File: src/design/huffman_tree_walk_decoder_assert.svh
// Assertion macros for the tree-walk decoder.
`ifndef HUFFMAN_TREE_WALK_DECODER_ASSERT_SVH
`define HUFFMAN_TREE_WALK_DECODER_ASSERT_SVH

// Same-cycle implication, checked out of reset.
`define HTWD_ASSERT_NOW(lbl, ante, cons, msg) \
    lbl: assert property (@(posedge i_clk) disable iff (!i_rst_n) (ante) |-> (cons)) \
        else $error(msg);

// Next-cycle implication, checked out of reset.
`define HTWD_ASSERT_NEXT(lbl, ante, cons, msg) \
    lbl: assert property (@(posedge i_clk) disable iff (!i_rst_n) (ante) |=> (cons)) \
        else $error(msg);

`endif

File: src/design/htwd_ram.sv
// Generic simple dual-port RAM with registered read.
module htwd_ram #(
    parameter int WIDTH = 8,
    parameter int DEPTH = 512
) (
    input  logic                     i_clk,
    input  logic                     i_we,
    input  logic [$clog2(DEPTH)-1:0] i_waddr,
    input  logic [WIDTH-1:0]         i_wdata,
    input  logic [$clog2(DEPTH)-1:0] i_raddr,
    output logic [WIDTH-1:0]         o_rdata
);

    logic [WIDTH-1:0] r_mem [DEPTH];
    logic [WIDTH-1:0] r_rdata;

    always_ff @(posedge i_clk) begin
        if (i_we) begin
            r_mem[i_waddr] <= i_wdata;
        end
        r_rdata <= r_mem[i_raddr];
    end

    assign o_rdata = r_rdata;

endmodule
File: config.mk
export PLATFORM = sky130hd
export DESIGN_NAME = htwd_ram
export DESIGN_NICKNAME = d
export VERILOG_FILES = /design/src/design/huffman_tree_walk_decoder_assert.svh /design/src/design/htwd_ram.sv
export SDC_FILE = /design/constraint.sdc
export NUM_CORES = 2
export LEC_CHECK = 0
export BUFFER_PORTS_ARGS = -buffer_cell sky130_fd_sc_hd__buf_2
export CAP_MARGIN = 20
export CELL_PAD_IN_SITES_DETAIL_PLACEMENT = 0
export CELL_PAD_IN_SITES_GLOBAL_PLACEMENT = 1
export CORE_MARGIN = 10
export CORE_UTILIZATION = 56
export CTS_CLUSTER_DIAMETER = 80
export DETAILED_ROUTE_END_ITERATION = 8
export PLACE_DENSITY = 0.78
export SLEW_MARGIN = 0
export SYNTH_ARGS = -nofsm -noshare
export SYNTH_HDL_FRONTEND = slang
export SYNTH_SLANG_ARGS = --single-unit
export TNS_END_PERCENT = 10
File: constraint.sdc
create_clock -name i_clk -period 2.9 [get_ports i_clk]
set_input_delay 0.29 -clock i_clk [delete_from_list [all_inputs] [get_ports i_clk]]
set_output_delay 0.29 -clock i_clk [all_outputs]
set_load 0.05 [all_outputs]
== Word level (Yosys, flattened, before mapping) ==
Memories as Yosys holds them, arrays and structs flattened. A register that Yosys moved wholly into a read port is not among the register bits.
Cells that the tools add are included.
Cells by class
  multiplexer cells: 2
Operator list (number)
  $mux 1: 2
Word-level totals
  bits in registers: 0
  memory bits (writable): 4096
  input port bits: 28
  output and inout port bits: 8
  logic and storage cells: 3
  memories kept: 1
Memory list
  r_mem: depth 512, bits a word 8, read ports 1, clocked after memory_dff 1, wr ports 1, line htwd_ram.sv:14  | logic [WIDTH-1:0] r_mem [DEPTH];

== Logic depth before layout (Yosys ltp) ==
  depth after elaboration: 2
  mapped depth: 12
  depth with buffers taken out: 7

== Least setup slack after synthesis ==
OpenSTA, ideal clock, no wires.
  kind: input port to flip-flop
  start point: input port i_raddr[0]
  end point: register r_rdata[0], in the netlist o_rdata[0], read port of r_mem
  library setup time: 118 ps
  arrival time: 2144 ps
  data required time: 2782 ps
  path slack: 638 ps
  stages on the path: 10
  buffers on the path: 4
  cells stage by stage: buf_4 buf_12 buf_12 buf_2 mux4_2 o21ai_0 nand3_1 nand4_1 o21ai_0 o2111a_1
RTL lines
  start: declaration: line htwd_ram.sv:10  | input logic [$clog2(DEPTH)-1:0] i_raddr,
  end: declaration: line htwd_ram.sv:15  | logic [WIDTH-1:0] r_rdata;

==> impl_metrics.py <==
metrics = {
    "timing": {
        "rsz0062_at_grt": "false",
        "drv_slew": 0,
        "fin_crit_ns": 2.91,
        "finalSetupTns_ns": -0.00730,
        "finalSetupViolCount": 1,
        "timing.final.ws_setup_ns": -0.00730,
        "finClkSkew_ns": 0.0529,
        "relSlewSlack": 0.238,
        "finalHoldViolations": 0,
        "hold_ws_ns": 0.209,
        "fmax_mhz": 344,
        "worst_pin_slew_ns": 1.14,
        "fin_crit_sh": 1.00,
    },
    "critical_path": {
        "path_class": "flop to flop",
        "path_max_fanout": 2,
        "critPathSlowestCell": "nor4_1",
        "worst-endpoint-required_ns": 3.81,
        "crit_chain": "mux2i_1 -> o221ai_1 -> buf_4 -> a21oi_1 -> nor4_1 -> nand4_1 -> nor4_1 -> o2111a_1",
        "crit_top_cell": "nor4_1",
        "regToRegSetupSlack_ns": -0.007,
        "max_stage_delay_ns": 0.71,
        "critPathBufInv": 1,
        "cp.arrival_ns": 3.82,
        "cp-end-kind": "flop",
        "crit_family": "simple AND/OR/NAND/NOR gates",
        "start_kind": "flop",
    },
    "finish": {
        "final-instance-count-excl-fill": 13218,
        "nFillCells": 18380,
        "drive_gt1_frac": 0.259,
        "multi_input_area_mm2": 0.0340,
        "syn_to_final_growth_pct": 16.2,
        "final_nets": 9138,
        "regArea_mm2": 0.123,
    },
    "synthesis": {
        "ys.flop_type": "edfxtp_1",
        "async_flop_share": 0,
        "synth_nets": 8058,
        "yosys_warnings": 0,
        "ys_seq_area_frac": 0.770,
        "synthCells": 8030,
        "ys_types": 51,
        "synth-edff-count": 4096,
        "ys_ff_latch": 4104,
        "syn_avg_cell_area_um2": 19.9,
        "syn-cell-area_mm2": 0.160,
    },
    "clock_network": {
        "path_clk_slew_ns": 0.07,
        "cts_buffers": 400,
        "clk_latency_ns": 0.98,
        "ctsHtreeMaxLevel": 5,
        "cts_buffer_depth": 4,
        "cts_tree": "yes",
        "root_buffer": "clkbuf_16",
        "cts.sinks": 4104,
        "postCtsSetupBuffers": 0,
    },
    "power": {
        "p_switching_uw": 26500,
        "p_int_uw": 97500,
        "power.share.switching": 0.213,
        "power_frac_seq": 0.528,
        "comb_power_share": 0.054,
        "p_leak_uw": 0.0612,
        "clkPwrFrac": 0.418,
        "ir_drop_mv": 0.560,
        "powerDensity_mw_per_mm2": 667,
    },
    "floorplanning": {
        "die_h_um": 554,
        "dieWidth_um": 554,
        "ios": 36,
        "start_util": 0.562,
        "rows": 196,
        "dieArea_mm2": 0.307,
        "core_area_mm2": 0.285,
    },
    "grt": {
        "grt_pass1_vias": 85506,
        "grt_pass1_wl_mm": 609,
        "grt_max_degree": 152,
        "use_met3": 0.0466,
        "grt_overflow": 0,
        "antenna_found_initial": 18,
        "gr-usage-all-layers": 0.268,
        "grt.busiest_layer": "met2",
        "met1_usage": 0.379,
        "grt_use_met2": 0.432,
    },
    "outcome": {
        "violations": "setup timing",
        "outcome": "finished, violations left",
    },
    "routing": {
        "wire_per_inst_um": 31.9,
        "drcViolationCount": 0,
        "drtIter0Drc": 11835,
        "routed_wirelength_mm": 422,
        "routed_via_density": 6.53,
        "drtPass1Iterations": 6,
        "vias": 86282,
        "final_antenna_net_count": 0,
    },
    "placement": {
        "dp_cells": 12460,
        "place_congestion": 0.920,
        "numPortBuffers": 35,
        "place_hpwl_mm": 267,
    },
    "hold_path": {
        "hp-class": "input pin to flop",
    },
    "run": {
        "cap_violations": 0,
    },
}
[area by class of cell]
class,count,area share
Clock buffer,491,0.0567
Multi-Input combinational cell,3410,0.183
Tap cell,3762,0.0253
Clock inverter,244,0.0137
Inverter,3,0.000101
Antenna cell,13,0.000175
Sequential cell,4104,0.663
Timing Repair Buffer,1191,0.0583
[timing repair]
action | in CTS | in global routing
hold buffers | 10 | 0
endpoints found under the hold margin | 388 | 0
resized for setup | 2 | 2
endpoints found under the setup margin | 2 | 2
[state kept, by name, indices dropped and copies added, names as in the netlist]
| signal | count |
|---|---|
| r_mem | 4096 |
| o_rdata | 8 |
[cells in the mapped netlist, drive strengths merged, types with 36 or more instances]
master     n  share of area
nand2    111         0.0026
edfxtp  4096           0.77
mux4     654          0.092
clkbuf   265         0.0062
nor2     597          0.014
nor4      36         0.0014
buf      248          0.012
nor3     109         0.0034
o22ai    163         0.0064
o21ai    119         0.0037
a21oi    194         0.0061
nand3     36         0.0011
a22oi     61         0.0029
mux2i    797          0.050
o221ai   372          0.020
[kinds of logic (layout without fill, tap and decap cells)]
logic type | count (synthesis) | in the layout | synth area share
AO/OA/AOI/OAI | 979 | 979 | 0.0431
buffers and inverters | 516 | 1929 | 0.0185
flip-flops | 4104 | 4104 | 0.770
multiplexers | 1451 | 1451 | 0.142
other | 0 | 13 | 0
AND/OR/NAND/NOR | 980 | 980 | 0.0263
[layout by cell type (no fill, tap or decap), types with 19 or more instances in the layout]
cell type / instances
mux2i_1: 797
buf_12: 148
clkinv_1: 90
clkbuf_1: 76
clkbuf_16: 404
edfxtp_1: 4096
o221ai_1: 371
buf_4: 996
o21ai_0: 118
a22oi_1: 61
a21oi_1: 194
mux4_2: 654
bufinv_16: 42
nand2_1: 96
clkinv_2: 64
and2_1: 19
nor4_1: 31
nand3_1: 32
nand4_1: 32
o22ai_1: 163
nor3_1: 108
nor2_1: 595
buf_2: 26
[final timing paths]
check / from / endpoint / depth (start not counted)
setup / recovery: r_mem[275][3]$_DFFE_PP_ / o_rdata[3]$_DFF_P_ / 8
hold / removal: i_waddr[6] / r_mem[419][4]$_DFFE_PP_ / 5
setup reg to reg: r_mem[275][3]$_DFFE_PP_ / o_rdata[3]$_DFF_P_ / 8
hold reg to reg: r_mem[298][4]$_DFFE_PP_ / o_rdata[4]$_DFF_P_ / 6
[routing by layer]
metal / vias up / wire length, µm
li1: 35632 / -
met1: 44983 / 161000
met2: 4942 / 205000
met3: 725 / 40900
met4: 0 / 15000
met5: - / 0
[worst reg2reg max path, delay by kind of cell (launching register included)]
| kind | cells | cell delay [ns] |
|---|---|---|
| AOI/OAI and AO/OA | 3 | 0.78 |
| buffers and inverters | 1 | 0.19 |
| DFF | 1 | 0.34 |
| muxes | 1 | 0.10 |
| and+or+nand+nor | 3 | 1.45 |
[metrics by stage]
stage,power [µW],worst slack [ns],area [µm²],utilization
4_1_cts,124000,0.0374,186000,0.653
6_report,124000,-0.00730,186000,0.653
3_3_place_gp,73200,-1.23,173000,0.606
3_5_place_dp,73300,-0.819,173000,0.606
2_1_floorplan,69800,0.638,160000,-
5_1_grt,127000,0.0261,186000,0.653
[power by group through the flow]
stage               Combinational (µW)  Sequential [µW]  Clock, µW
floorplan                         3110            66700          0
global route                      7010            65400      54600
finish                            6740            65400      51800
detailed placement                6660            66700          0
CTS                               6710            65400      52200
global placement                  6550            66700          0
(Power assumes the default switching activity.)
